File: src/rtl/core/bcc_pkg.sv
package bcc_pkg;

  localparam int CFG_W = 10;
  localparam int CFG_IDX_W = 2;

  typedef enum logic [CFG_IDX_W-1:0] {
    CFG_TICK_INCREMENT = 2'd0,
    CFG_TICK_PERIOD    = 2'd1
  } cfg_reg_t;

  typedef enum logic [1:0] {
    MODE_TICK = 2'd0,
    MODE_SET  = 2'd1,
    MODE_GET  = 2'd2
  } mode_t;

  localparam logic [CFG_W-1:0] TICK_INCREMENT_RESET = 10'd10;
  localparam logic [CFG_W-1:0] TICK_PERIOD_RESET    = 10'd564;

  localparam logic [11:0] YEAR_RESET = 12'd1980;
  localparam logic [11:0] YEAR_BASE  = 12'd1900;
  localparam logic [11:0] YEAR_PIVOT = 12'd1980;
  localparam logic [11:0] CENTURY    = 12'd100;

  localparam logic [8:0] SECS_PER_MIN  = 9'd60;
  localparam logic [8:0] MINS_PER_HOUR = 9'd60;
  localparam logic [8:0] HOURS_PER_DAY = 9'd24;
  localparam logic [4:0] DAYS_PER_WEEK = 5'd7;
  localparam logic [4:0] MONTHS        = 5'd12;
  localparam logic [4:0] ODD_MONTH_LEN = 5'd30;
  localparam logic [4:0] FEB_LEN       = 5'd28;
  localparam logic [4:0] FEB_LEAP_LEN  = 5'd29;

  localparam logic [4:0] MONTH_LEN [12] = '{
    5'd31, 5'd28, 5'd31, 5'd30, 5'd31, 5'd30,
    5'd31, 5'd31, 5'd30, 5'd31, 5'd30, 5'd31
  };

  typedef struct packed {
    logic [11:0] year;
    logic [3:0]  month;
    logic [3:0]  weekday;
    logic [7:0]  day;
    logic [7:0]  hour;
    logic [7:0]  minute;
    logic [7:0]  second;
  } time_t;

  // Two BCD nibbles to binary; nibbles above nine are taken at face value.
  function automatic logic [7:0] bcd_decode(input logic [7:0] b);
    logic [7:0] hi;
    hi = {4'd0, b[7:4]};
    return (hi << 3) + (hi << 1) + {4'd0, b[3:0]};
  endfunction

  // Binary to BCD byte, tens*16 + units, low eight bits kept.
  // v/10 as (v*205)>>11, exact for all 8-bit values.
  function automatic logic [7:0] bcd_encode(input logic [7:0] v);
    logic [15:0] prod;
    logic [4:0]  tens;
    logic [7:0]  units;
    prod  = {8'd0, v} * 16'd205;
    tens  = prod[15:11];
    units = v - 8'({3'd0, tens} * 8'd10);
    return {tens[3:0], units[3:0]};
  endfunction

  // Year modulo 100: y/100 as (y*1311)>>17, exact below 4096.
  function automatic logic [6:0] year_mod100(input logic [11:0] y);
    logic [22:0] prod;
    logic [5:0]  q;
    logic [11:0] r;
    prod = {11'd0, y} * 23'd1311;
    q    = prod[22:17];
    r    = y - 12'({6'd0, q} * 12'd100);
    return r[6:0];
  endfunction

endpackage

File: src/rtl/core/bcc_cmd_if.sv
interface bcc_cmd_if;
  logic       valid;
  logic       ready;
  logic [1:0] mode;
  logic [7:0] in_year_bcd;
  logic [7:0] in_month_week;
  logic [7:0] in_day_bcd;
  logic [7:0] in_hour_bcd;
  logic [7:0] in_minute_bcd;
  logic [7:0] in_second_bcd;

  modport source (
    output valid, mode, in_year_bcd, in_month_week, in_day_bcd,
           in_hour_bcd, in_minute_bcd, in_second_bcd,
    input  ready
  );
  modport sink (
    input  valid, mode, in_year_bcd, in_month_week, in_day_bcd,
           in_hour_bcd, in_minute_bcd, in_second_bcd,
    output ready
  );
endinterface

File: src/rtl/core/bcc_rsp_if.sv
interface bcc_rsp_if;
  logic       valid;
  logic       ready;
  logic [7:0] out_year_bcd;
  logic [7:0] out_month_week;
  logic [7:0] out_day_bcd;
  logic [7:0] out_hour_bcd;
  logic [7:0] out_minute_bcd;
  logic [7:0] out_second_bcd;

  modport source (
    output valid, out_year_bcd, out_month_week, out_day_bcd,
           out_hour_bcd, out_minute_bcd, out_second_bcd,
    input  ready
  );
  modport sink (
    input  valid, out_year_bcd, out_month_week, out_day_bcd,
           out_hour_bcd, out_minute_bcd, out_second_bcd,
    output ready
  );
endinterface

File: src/rtl/core/bcc_advance.sv
module bcc_advance
  import bcc_pkg::*;
(
  input  time_t cur,
  output time_t nxt,
  output logic  day_step
);

  logic [8:0] sec1, min1, hour1;
  logic [8:0] day1;
  logic [4:0] month1, wd1, limit;
  logic [3:0] month_idx;

  always_comb begin
    sec1      = {1'b0, cur.second} + 9'd1;
    min1      = {1'b0, cur.minute} + 9'd1;
    hour1     = {1'b0, cur.hour} + 9'd1;
    day1      = {1'b0, cur.day} + 9'd1;
    month1    = {1'b0, cur.month} + 5'd1;
    wd1       = {1'b0, cur.weekday} + 5'd1;
    month_idx = cur.month - 4'd1;
    nxt       = cur;
    day_step  = 1'b0;

    // month length uses the month and year before this step
    if (cur.month >= 4'd1 && {1'b0, cur.month} <= MONTHS) begin
      limit = MONTH_LEN[month_idx];
      if (limit == FEB_LEN && cur.year[1:0] == 2'd0) begin
        limit = FEB_LEAP_LEN;
      end
    end else begin
      limit = ODD_MONTH_LEN;
    end

    if (sec1 < SECS_PER_MIN) begin
      nxt.second = sec1[7:0];
    end else begin
      nxt.second = '0;
      if (min1 < MINS_PER_HOUR) begin
        nxt.minute = min1[7:0];
      end else begin
        nxt.minute = '0;
        if (hour1 < HOURS_PER_DAY) begin
          nxt.hour = hour1[7:0];
        end else begin
          nxt.hour = '0;
          day_step = 1'b1;
          // weekday+1 is at most 16, so two folds cover mod 7
          if (wd1 >= (DAYS_PER_WEEK << 1)) begin
            nxt.weekday = 4'(wd1 - (DAYS_PER_WEEK << 1));
          end else if (wd1 >= DAYS_PER_WEEK) begin
            nxt.weekday = 4'(wd1 - DAYS_PER_WEEK);
          end else begin
            nxt.weekday = wd1[3:0];
          end
          if (day1 <= {4'd0, limit}) begin
            nxt.day = day1[7:0];
          end else begin
            nxt.day = 8'd1;
            if (month1 <= MONTHS) begin
              nxt.month = month1[3:0];
            end else begin
              nxt.month = 4'd1;
              nxt.year  = cur.year + 12'd1;
            end
          end
        end
      end
    end
  end

endmodule

File: src/rtl/core/bcd_calendar_clock.sv
// Calendar clock with a fractional prescaler. Send items on cmd: a tick item
// (mode 0) adds tick_increment to an 11-bit prescaler and, once it reaches
// tick_period, subtracts the period and advances the time by one second with
// carry through minutes, hours, day and weekday, month and year. A set item
// (mode 1) loads the time from five BCD bytes and a byte of binary month and
// weekday nibbles; years decoding below 80 are taken as 20xx. A get item
// (mode 2) returns one item on rsp with the time in the same layout; tick,
// set and mode 3 return nothing. Rate is one item per clock while cmd.ready
// is high: an accepted item is held in the command register, where the
// prescaler add/compare and the second carry chain update the time, and a get
// result is then registered in the result register. cmd.ready drops only
// while a get waits in the command register and the result register still
// holds an item not taken. Write tick_increment (index 0) and tick_period
// (index 1) only while no item is in flight; other indexes are ignored.
module bcd_calendar_clock
  import bcc_pkg::*;
(
  input  logic                 clk,
  input  logic                 rst,
  input  logic                 cfg_we,
  input  logic [CFG_IDX_W-1:0] cfg_index,
  input  logic [CFG_W-1:0]     cfg_data,
  bcc_cmd_if.sink              cmd,
  bcc_rsp_if.source            rsp
);

  // configuration
  logic [CFG_W-1:0] tick_increment;
  logic [CFG_W-1:0] tick_period;

  // command register
  logic       s_valid;
  logic [1:0] s_mode;
  logic [7:0] s_year, s_month_week, s_day, s_hour, s_minute, s_second;

  // clock state
  time_t       cur;
  logic [10:0] prescale_acc;

  // result register
  logic out_valid;

  logic        advance;
  logic        is_get;
  logic [11:0] sum;
  logic        sec_step;
  logic [10:0] prescale_acc_next;
  time_t       tick_time;
  time_t       set_time;
  logic        day_step;
  logic [11:0] set_year_raw;

  bcc_advance u_advance (
    .cur      (cur),
    .nxt      (tick_time),
    .day_step (day_step)
  );

  // the command register drains unless a get would overwrite a waiting result
  assign is_get    = (s_mode == MODE_GET);
  assign advance   = s_valid && !(is_get && out_valid && !rsp.ready);
  assign cmd.ready = !s_valid || advance;
  assign rsp.valid = out_valid;

  // prescaler: at most one second per tick
  always_comb begin
    sum      = {1'b0, prescale_acc} + {2'd0, tick_increment};
    sec_step = (sum >= {2'd0, tick_period});
    if (sec_step) begin
      prescale_acc_next = 11'(sum - {2'd0, tick_period});
    end else begin
      prescale_acc_next = sum[10:0];
    end
  end

  // time loaded by a set item
  always_comb begin
    set_year_raw     = YEAR_BASE + {4'd0, bcd_decode(s_year)};
    set_time.year    = (set_year_raw < YEAR_PIVOT) ? set_year_raw + CENTURY : set_year_raw;
    set_time.month   = s_month_week[7:4];
    set_time.weekday = s_month_week[3:0];
    set_time.day     = bcd_decode(s_day);
    set_time.hour    = bcd_decode(s_hour);
    set_time.minute  = bcd_decode(s_minute);
    set_time.second  = bcd_decode(s_second);
  end

  always_ff @(posedge clk) begin
    if (rst) begin
      tick_increment <= TICK_INCREMENT_RESET;
      tick_period    <= TICK_PERIOD_RESET;
      s_valid        <= 1'b0;
      out_valid      <= 1'b0;
      prescale_acc   <= '0;
      cur.year       <= YEAR_RESET;
      cur.month      <= 4'd1;
      cur.weekday    <= '0;
      cur.day        <= 8'd1;
      cur.hour       <= '0;
      cur.minute     <= '0;
      cur.second     <= '0;
    end else begin
      if (cfg_we) begin
        case (cfg_index)
          CFG_TICK_INCREMENT: tick_increment <= cfg_data;
          CFG_TICK_PERIOD:    tick_period    <= cfg_data;
          default: ;
        endcase
      end

      if (cmd.ready) begin
        s_valid <= cmd.valid;
      end

      if (advance) begin
        case (s_mode)
          MODE_TICK: begin
            prescale_acc <= prescale_acc_next;
            if (sec_step) begin
              cur <= tick_time;
            end
          end
          MODE_SET: begin
            cur <= set_time;
          end
          default: ;
        endcase
      end

      if (advance && is_get) begin
        out_valid <= 1'b1;
      end else if (rsp.ready) begin
        out_valid <= 1'b0;
      end
    end
  end

  // payload registers, no reset
  always_ff @(posedge clk) begin
    if (cmd.valid && cmd.ready) begin
      s_mode       <= cmd.mode;
      s_year       <= cmd.in_year_bcd;
      s_month_week <= cmd.in_month_week;
      s_day        <= cmd.in_day_bcd;
      s_hour       <= cmd.in_hour_bcd;
      s_minute     <= cmd.in_minute_bcd;
      s_second     <= cmd.in_second_bcd;
    end
    if (advance && is_get) begin
      rsp.out_year_bcd   <= bcd_encode({1'b0, year_mod100(cur.year)});
      rsp.out_month_week <= {cur.month, cur.weekday};
      rsp.out_day_bcd    <= bcd_encode(cur.day);
      rsp.out_hour_bcd   <= bcd_encode(cur.hour);
      rsp.out_minute_bcd <= bcd_encode(cur.minute);
      rsp.out_second_bcd <= bcd_encode(cur.second);
    end
  end

  // a result only ever follows a get leaving the command register
  a_rsp_from_get: assert property (@(posedge clk) disable iff (rst)
    $rose(out_valid) |-> $past(advance && is_get))
    else $error("result raised without a get item");

  // a tick below the period leaves the time alone
  a_tick_no_step: assert property (@(posedge clk) disable iff (rst)
    (advance && s_mode == MODE_TICK && !sec_step) |=> $stable(cur))
    else $error("time changed on a tick without a second step");

  // the weekday is folded into range on every day change made by a tick
  a_weekday_fold: assert property (@(posedge clk) disable iff (rst)
    (advance && s_mode == MODE_TICK && sec_step && day_step) |=> (cur.weekday < 4'd7))
    else $error("weekday out of range after day step");

endmodule
File: src/flat_wrapper.sv
// flat-port wrapper written by rule: the top's interface ports become plain ports
module bcd_calendar_clock_flat import bcc_pkg::*;
  (clk, rst, cfg_we, cfg_index, cfg_data, cmd_valid, cmd_mode, cmd_in_year_bcd, cmd_in_month_week, cmd_in_day_bcd, cmd_in_hour_bcd, cmd_in_minute_bcd, cmd_in_second_bcd, cmd_ready, rsp_valid, rsp_out_year_bcd, rsp_out_month_week, rsp_out_day_bcd, rsp_out_hour_bcd, rsp_out_minute_bcd, rsp_out_second_bcd, rsp_ready);
  bcc_cmd_if cmd_i ();
  bcc_rsp_if rsp_i ();
  input  logic clk;
  input  logic rst;
  input  logic cfg_we;
  input  logic [CFG_IDX_W-1:0] cfg_index;
  input  logic [CFG_W-1:0] cfg_data;
  input wire logic [$bits(cmd_i.valid)-1:0] cmd_valid;
  input wire logic [$bits(cmd_i.mode)-1:0] cmd_mode;
  input wire logic [$bits(cmd_i.in_year_bcd)-1:0] cmd_in_year_bcd;
  input wire logic [$bits(cmd_i.in_month_week)-1:0] cmd_in_month_week;
  input wire logic [$bits(cmd_i.in_day_bcd)-1:0] cmd_in_day_bcd;
  input wire logic [$bits(cmd_i.in_hour_bcd)-1:0] cmd_in_hour_bcd;
  input wire logic [$bits(cmd_i.in_minute_bcd)-1:0] cmd_in_minute_bcd;
  input wire logic [$bits(cmd_i.in_second_bcd)-1:0] cmd_in_second_bcd;
  output wire logic [$bits(cmd_i.ready)-1:0] cmd_ready;
  output wire logic [$bits(rsp_i.valid)-1:0] rsp_valid;
  output wire logic [$bits(rsp_i.out_year_bcd)-1:0] rsp_out_year_bcd;
  output wire logic [$bits(rsp_i.out_month_week)-1:0] rsp_out_month_week;
  output wire logic [$bits(rsp_i.out_day_bcd)-1:0] rsp_out_day_bcd;
  output wire logic [$bits(rsp_i.out_hour_bcd)-1:0] rsp_out_hour_bcd;
  output wire logic [$bits(rsp_i.out_minute_bcd)-1:0] rsp_out_minute_bcd;
  output wire logic [$bits(rsp_i.out_second_bcd)-1:0] rsp_out_second_bcd;
  input wire logic [$bits(rsp_i.ready)-1:0] rsp_ready;
  assign cmd_i.valid = cmd_valid;
  assign cmd_i.mode = cmd_mode;
  assign cmd_i.in_year_bcd = cmd_in_year_bcd;
  assign cmd_i.in_month_week = cmd_in_month_week;
  assign cmd_i.in_day_bcd = cmd_in_day_bcd;
  assign cmd_i.in_hour_bcd = cmd_in_hour_bcd;
  assign cmd_i.in_minute_bcd = cmd_in_minute_bcd;
  assign cmd_i.in_second_bcd = cmd_in_second_bcd;
  assign cmd_ready = cmd_i.ready;
  assign rsp_valid = rsp_i.valid;
  assign rsp_out_year_bcd = rsp_i.out_year_bcd;
  assign rsp_out_month_week = rsp_i.out_month_week;
  assign rsp_out_day_bcd = rsp_i.out_day_bcd;
  assign rsp_out_hour_bcd = rsp_i.out_hour_bcd;
  assign rsp_out_minute_bcd = rsp_i.out_minute_bcd;
  assign rsp_out_second_bcd = rsp_i.out_second_bcd;
  assign rsp_i.ready = rsp_ready;
  bcd_calendar_clock u_core (.clk(clk), .rst(rst), .cfg_we(cfg_we), .cfg_index(cfg_index), .cfg_data(cfg_data), .cmd(cmd_i), .rsp(rsp_i));
endmodule
File: config.mk
export PLATFORM = sky130hd
export DESIGN_NAME = bcd_calendar_clock_flat
export DESIGN_NICKNAME = d
export VERILOG_FILES = /design/src/rtl/core/bcc_pkg.sv /design/src/rtl/core/bcc_cmd_if.sv /design/src/rtl/core/bcc_rsp_if.sv /design/src/rtl/core/bcc_advance.sv /design/src/rtl/core/bcd_calendar_clock.sv /design/src/flat_wrapper.sv
export SDC_FILE = /design/constraint.sdc
export NUM_CORES = 1
export LEC_CHECK = 0
export BUFFER_PORTS_ARGS = -buffer_cell sky130_fd_sc_hd__clkbuf_2
export CORE_ASPECT_RATIO = 0.6
export CORE_MARGIN = 2
export CORE_UTILIZATION = 30
export DETAILED_ROUTE_END_ITERATION = 10
export GPL_TIMING_DRIVEN = 0
export PLACE_DENSITY = 0.46
export SETUP_SLACK_MARGIN = 0.4
export SLEW_MARGIN = 5
export SYNTH_ARGS = -nofsm -noshare
export SYNTH_HDL_FRONTEND = slang
export SYNTH_SLANG_ARGS = --single-unit
File: constraint.sdc
create_clock -name clk -period 13.7 [get_ports clk]
set_clock_uncertainty 0.15 [all_clocks]
set_input_delay 2.74 -clock clk [delete_from_list [all_inputs] [get_ports clk]]
set_output_delay 2.74 -clock clk [all_outputs]
set_load 0.005 [all_outputs]
==> results of run 1 <==
-- registers in the layout, summed over array words and instances, names as in the netlist, 10 cells and up --
| register | count |
|---|---|
| u_core.tick_increment | 10 |
| u_core.tick_period | 10 |
| u_core.cur | 52 |
| u_core.prescale_acc | 11 |
-- report_power, final --
group / switching (mW) / internal, mW / total (mW)
clock: 0.252 / 0.280 / 0.532
sequential: 0.0220 / 0.680 / 0.702
combinational: 0.804 / 0.653 / 1.46
-- cell type report --
cell class | instances | area [um2]
clock inverters | 8 | 71.3
multi-input cells | 1297 | 11800
repair buffers | 118 | 651
plain buffers | 39 | 161
clock buffers | 24 | 536
fillers | 6058 | 38800
flip-flops and latches | 183 | 4640
well taps | 781 | 977
inverters | 325 | 1220
-- path summary, 6_finish.rpt --
kind / to / slack, ns
max: u_core.rsp.out_year_bcd[3] / 2.85
min: u_core.rsp.out_month_week[7] / 0.31
max reg2reg: u_core.rsp.out_year_bcd[3] / 2.85
min reg2reg: u_core.rsp.out_month_week[7] / 0.31
-- cells in the mapped netlist, drive strengths merged, types with 3 or more instances --
| cell type | instances |
|---|---|
| a2111oi | 3 |
| a211oi | 29 |
| a21o | 24 |
| a21oi | 117 |
| a221oi | 3 |
| a22oi | 4 |
| a311oi | 4 |
| a31o | 3 |
| a31oi | 15 |
| and2 | 7 |
| and3 | 5 |
| buf | 10 |
| clkbuf | 29 |
| dfxtp | 85 |
| edfxtp | 98 |
| fa | 111 |
| ha | 364 |
| inv | 324 |
| mux2i | 17 |
| nand2 | 115 |
| nand2b | 15 |
| nand3 | 34 |
| nand3b | 4 |
| nand4 | 10 |
| nor2 | 89 |
| nor2b | 17 |
| nor3 | 23 |
| nor3b | 3 |
| nor4 | 3 |
| o2111ai | 9 |
| o211ai | 11 |
| o21a | 10 |
| o21ai | 61 |
| o21bai | 5 |
| o221ai | 3 |
| o22ai | 10 |
| o31ai | 10 |
| o32ai | 8 |
| or2 | 5 |
| or3 | 5 |
| xnor2 | 80 |
| xor2 | 30 |
-- worst max-delay path, delay by kind of cell, from the launching register on --
family	cells	cell delay [ns]
fa+ha+maj	15	5.51
compound gates	9	1.81
xor+xnor	8	1.48
buf+inv	9	0.70
flops	1	0.68
simple gates	2	0.23
-- kinds of logic after synthesis --
logic type	Yosys count
flip-flops	183
adder cells (fa/ha/maj)	475
buffers and inverters	364
multiplexers	19
AO/OA/AOI/OAI	350
AND/OR/NAND/NOR	343
XOR/XNOR	110
-- per-stage QoR --
step | hold slack (ns) | cell area, um2 | total power [mW]
CTS | 0.311 | 20000 | 2.76
floorplan | 0.256 | 17800 | 1.82
detailed placement | 0.294 | 19400 | 2.20
global placement | 0.267 | 19400 | 2.17
finish | 0.306 | 20000 | 2.69
global route | 0.328 | 20000 | 3.00
-- layer usage --
metal  vias to the layer above  GRT usage  routed length (um)  part of all wire
met5                         -          0                   0                 0
met2                       241      0.238               19700              0.41
li1                       6614          -                   -                 -
met3                        24     0.0316                2210             0.046
met1                      6330      0.239               25400              0.53
met4                         0     0.0226                 354            0.0074
==> impl_metrics.tcl, run 1 <==
set metrics [dict create \
    fin_crit_sh 0.792 \
    rsz0062_at_grt "no" \
    drt_iter0_markers 766 \
    synth_xor_area_frac 0.0541 \
    route.detailed.drc 0 \
    gp_congestion 0.857 \
    r2r_cells 43 \
    num_antenna_cells 0 \
    layout_min_cycle_time_ns 10.85 \
    muxShareOfSynthArea 0.0108 \
    drv_slew 0 \
    synth.top_cell.area_share 0.256 \
    endpoint_kind "register" \
    synth_top_area_cell "ha_1" \
    power_density_nw_per_um2 134 \
    slowest_delay_ns 0.68 \
    clock-root-buffer "clkbuf_16" \
    synth-adder-area-share 0.381 \
    initial_core_util 0.302 \
    slew_headroom 0.237 \
    drtAntennaViolNets 0 \
    p_leak_nw 9.69 \
    startpoint "u_core.cur[45]" \
    antenna_found_initial 0 \
    coreArea_um2 58900 \
    start_kind "register" \
    holdCritPathClass "register to register" \
    vias 13209 \
    fin_util 0.340 \
    setup_ws_ns 2.85 \
    path_class "register to register" \
    reg2reg_from "u_core.cur[45]" \
    worstMarginPinSlew_ns 1.14 \
    ir_drop_uv 243 \
    ys_seq_area_frac 0.261 \
    post-cts-setup-buffer-count 0 \
    required_ns 13.77 \
    first_pass_iters 5 \
    cp_common_cell "inv_1" \
    fin_nets 2523 \
    viasPerCell 4.76 \
    ctsResizeCount 0 \
    wl_per_cell_um 17.2 \
    wirelength_um 47700 \
    die_w_um 318 \
    setup_viol 0 \
    h-tree-depth 4 \
    drive_gt1_frac 0.0848 \
    dp.cells 2743 \
    synth-edff-count 98 \
    clock_sinks 183 \
    min_path_cells 0 \
    synth-seq-cells 183 \
    clock.fmax_mhz 92.2 \
    synthFlopType "edfxtp_1" \
    worst_skew_pair.late_latency_ns 0.48 \
    yosys.area_share.simple 0.0898 \
    yosys.cell_types.count 71 \
    grt.total_usage 0.159 \
    min-delay-start "u_core.cur[39]" \
    postSynth.asyncResetShare 0 \
    die_y_um 193 \
    synthToLayoutAreaGrowth_pct 12.6 \
    grt_start_max_net_pins 48 \
    synth_compound_area_frac 0.126 \
    critPathArrivalTime_ns 10.91 \
    hold_viol 0 \
    ctsHoldBuffers 0 \
    timing.max_cap.violations 0 \
    io_pins 117 \
    syn_inst 1844 \
    final_cell_mix "364 x ha_1, 324 x inv_1, 115 x a21oi_1, 115 x nand2_1, 115 x clkbuf_2" \
    final_common_cell "ha_1" \
    synth_warnings 0 \
    port_buffers 115 \
    synth_nets 2386 \
    die-area_um2 61400 \
    dp_slack_ns 2.86 \
    rows 69 \
    synth_area_leaders "ha_1 26%, edfxtp_1 17%, fa_1 12%" \
    setup_tns_ns 0 \
    status "completed" \
    layoutNonFillerInstCount 2775 \
    avgSynthCellArea_um2 9.65 \
    cp_max_fo 9 \
    synth_top_family_by_area "adder cells" \
    dp_hpwl_um 38700 \
    clk_pin_slew_ns 0.07 \
    grt_pass1_vias 13057 \
    slowest_stage "dfxtp_1" \
    gr-total-overflow 0 \
    grt_pass1_wl_um 74900 \
    cts_buffers 17 \
    cts_tree "yes" \
    syn_area_um2 17800 \
    clock_path_buffers 2 \
]
No activity file was read; power rests on OpenSTA's default activity.
==> inputs of run 2 (changes only) <==
==> constraint.sdc (replaced) <==
create_clock -name clk -period 10.68 [get_ports clk]
set_clock_uncertainty 0.15 [all_clocks]
set_input_delay 2.136 -clock clk [delete_from_list [all_inputs] [get_ports clk]]
set_output_delay 2.136 -clock clk [all_outputs]
set_load 0.005 [all_outputs]
==> run 2 against run 1 <==
Net effect: non-clock buffer count increased by 31; final area increased by 2.3%; critical endpoint unchanged; clock-buffer cell count unchanged; via count increased by 1.2%; die area unchanged; first-iteration DRC count decreased by 9.9%; sequential cell count unchanged; global-route usage about the same; critical path depth unchanged.
==> impl_metrics.tcl, run 2 (synthesis gave the netlist of run 1 again) <==
set metrics [dict create \
    status "completed" \
    clock_path_buffers 2 \
    critPathTopFamily "adder cells" \
    synthToLayoutAreaGrowth_pct 15.2 \
    ir_drop_uv 316 \
    antenna_found_initial 0 \
    layoutNonFillerInstCount 2806 \
    dp_hpwl_um 38700 \
    endpoint_kind "register" \
    setup_tns_ns 0 \
    cp_max_fo 6 \
    worst_skew_pair.late_latency_ns 0.47 \
    setup_viol 0 \
    wirelength_um 48100 \
    hold_viol 0 \
    grt_pass1_vias 13076 \
    final_cell_mix "358 x ha_1, 317 x inv_1, 115 x nand2_1, 115 x clkbuf_2, 114 x a21oi_1" \
    port_buffers 115 \
    route.detailed.drc 0 \
    first_pass_iters 5 \
    rsz0062_at_grt "no" \
    layout_min_cycle_time_ns 9.77 \
    min-delay-start "u_core.cur[39]" \
    cts_buffers 17 \
    final_common_cell "ha_1" \
    vias 13364 \
    worstMarginPinSlew_ns 1.14 \
    slowest_delay_ns 0.54 \
    r2r-end "u_core.rsp.out_year_bcd[3]" \
    fin_nets 2554 \
    grt_start_max_net_pins 48 \
    power_density_nw_per_um2 186 \
    initial_core_util 0.302 \
    die_w_um 318 \
    min_path_cells 0 \
    clock-root-buffer "clkbuf_16" \
    num_antenna_cells 0 \
    critPathArrivalTime_ns 9.84 \
    fin_crit_sh 0.915 \
    coreArea_um2 58900 \
    holdPathEnd "u_core.rsp.out_month_week[7]" \
    place_area_um2 19400 \
    path_class "register to register" \
    start_kind "register" \
    io_pins 117 \
    design_area_um2 20500 \
    drv_slew 0 \
    grt.total_usage 0.159 \
    die-area_um2 61400 \
    largest_reg_flops 52 \
    reg_top3 "u_core.cur x52, u_core.prescale_acc x11" \
    drtAntennaViolNets 0 \
    timing.max_cap.violations 0 \
    fin_util 0.348 \
    slowest_stage "fa_1" \
    clk_pin_slew_ns 0.08 \
    slew_headroom 0.234 \
    cp_common_cell "inv_1" \
    critPathBufInv 9 \
    grt_pass1_wl_um 74900 \
    gr-total-overflow 0 \
    p_leak_nw 9.83 \
    h-tree-depth 4 \
    reg2reg_slack_ns 0.91 \
    die_y_um 193 \
    drive_gt1_frac 0.120 \
    fill_cells 6035 \
    r2r_cells 43 \
    dp.cells 2743 \
    viasPerCell 4.76 \
    holdCritPathClass "register to register" \
    rows 69 \
    largest_register "u_core.cur" \
    wl_per_cell_um 17.1 \
    cts_tree "yes" \
    clock_sinks 183 \
    required_ns 10.75 \
    clock.fmax_mhz 102 \
    gp_congestion 0.857 \
    reg2reg_from "u_core.cur[46]" \
    drt_iter0_markers 690 \
]
==> run 2: cell types whose count changed in the layout (fill, tap and decap cells not counted), moves of 3 or more <==
cell	change
dfxtp_4	+9
ha_1	-6
xnor2_1	-4
fa_1	-3
buf_4	+31
ha_4	+4
o21ai_0	-4
xnor2_2	+4
dfxtp_1	-11
fa_2	+3
inv_1	-7
clkinvlp_4	+5
==> run 2: metal layers <==
layer  track usage  share of wire  vias to the layer above
li1              -              -                     6671
met1         0.239           0.53                     6420
met2         0.238           0.42                      245
met3        0.0316          0.042                       28
met4        0.0226         0.0084                        0
met5             0              0                        -
==> run 2: worst max-delay path by stage <==
| stage | cells past startpoint | start | slack, ns | to |
|---|---|---|---|---|
| after global routing | 43 | u_core.cur[46] | 0.36 | u_core.rsp.out_year_bcd[3] |
| after CTS | 43 | u_core.cur[46] | 0.40 | u_core.rsp.out_year_bcd[3] |
| after global placement | 43 | u_core.cur[46] | -0.05 | u_core.rsp.out_year_bcd[3] |
| after floorplan | 41 | u_core.cur[49] | 1.11 | u_core.rsp.out_year_bcd[3] |
| final | 43 | u_core.cur[46] | 0.91 | u_core.rsp.out_year_bcd[3] |
| after detailed placement | 43 | u_core.cur[45] | -0.16 | u_core.rsp.out_year_bcd[3] |
==> run 2: final cells by class <==
type / instances / area (um2) / share of cell area
multi-input cells: 1297 / 12000 / 0.583
plain buffers: 39 / 161 / 0.00787
clock inverters: 8 / 71.3 / 0.00348
flip-flops and latches: 183 / 4680 / 0.228
inverters: 325 / 1240 / 0.0604
well taps: 781 / 977 / 0.0477
clock buffers: 24 / 536 / 0.0261
repair buffers: 149 / 883 / 0.0431
==> run 2: metrics by stage <==
step	setup slack (ns)	power, mW	hold WS (ns)
final	0.912	3.81	0.306
after global routing	0.357	4.22	0.328
after CTS	0.405	3.58	0.311
after detailed placement	-0.161	2.83	0.294
after global placement	-0.0542	2.78	0.267
after floorplan	1.11	2.34	0.256
==> run 2: what timing repair did <==
action / CTS / global route
hold buffers: 0 / 0
setup buffers: 4 / 27
resized for setup: 21 / 39
setup endpoints to repair: 2 / 2
pin swaps: 3 / 22
==> run 2: report_power, final <==
group | internal [mW] | switching [mW] | leakage, nW
clock | 0.359 | 0.323 | 0.298
sequential | 0.870 | 0.0279 | 1.63
combinational | 1.07 | 1.16 | 7.90
total | 2.30 | 1.51 | 9.83
==> run 2: worst register-to-register path: cells and delay by family, from the launching register on <==
family                   cells  cell delay [ns]
adder cells (fa/ha/maj)     14             5.08
AO/OA/AOI/OAI               11             1.93
XOR/XNOR                     7             1.13
buffers and inverters        9             0.62
flip-flops                   1             0.40
AND/OR/NAND/NOR              2             0.18
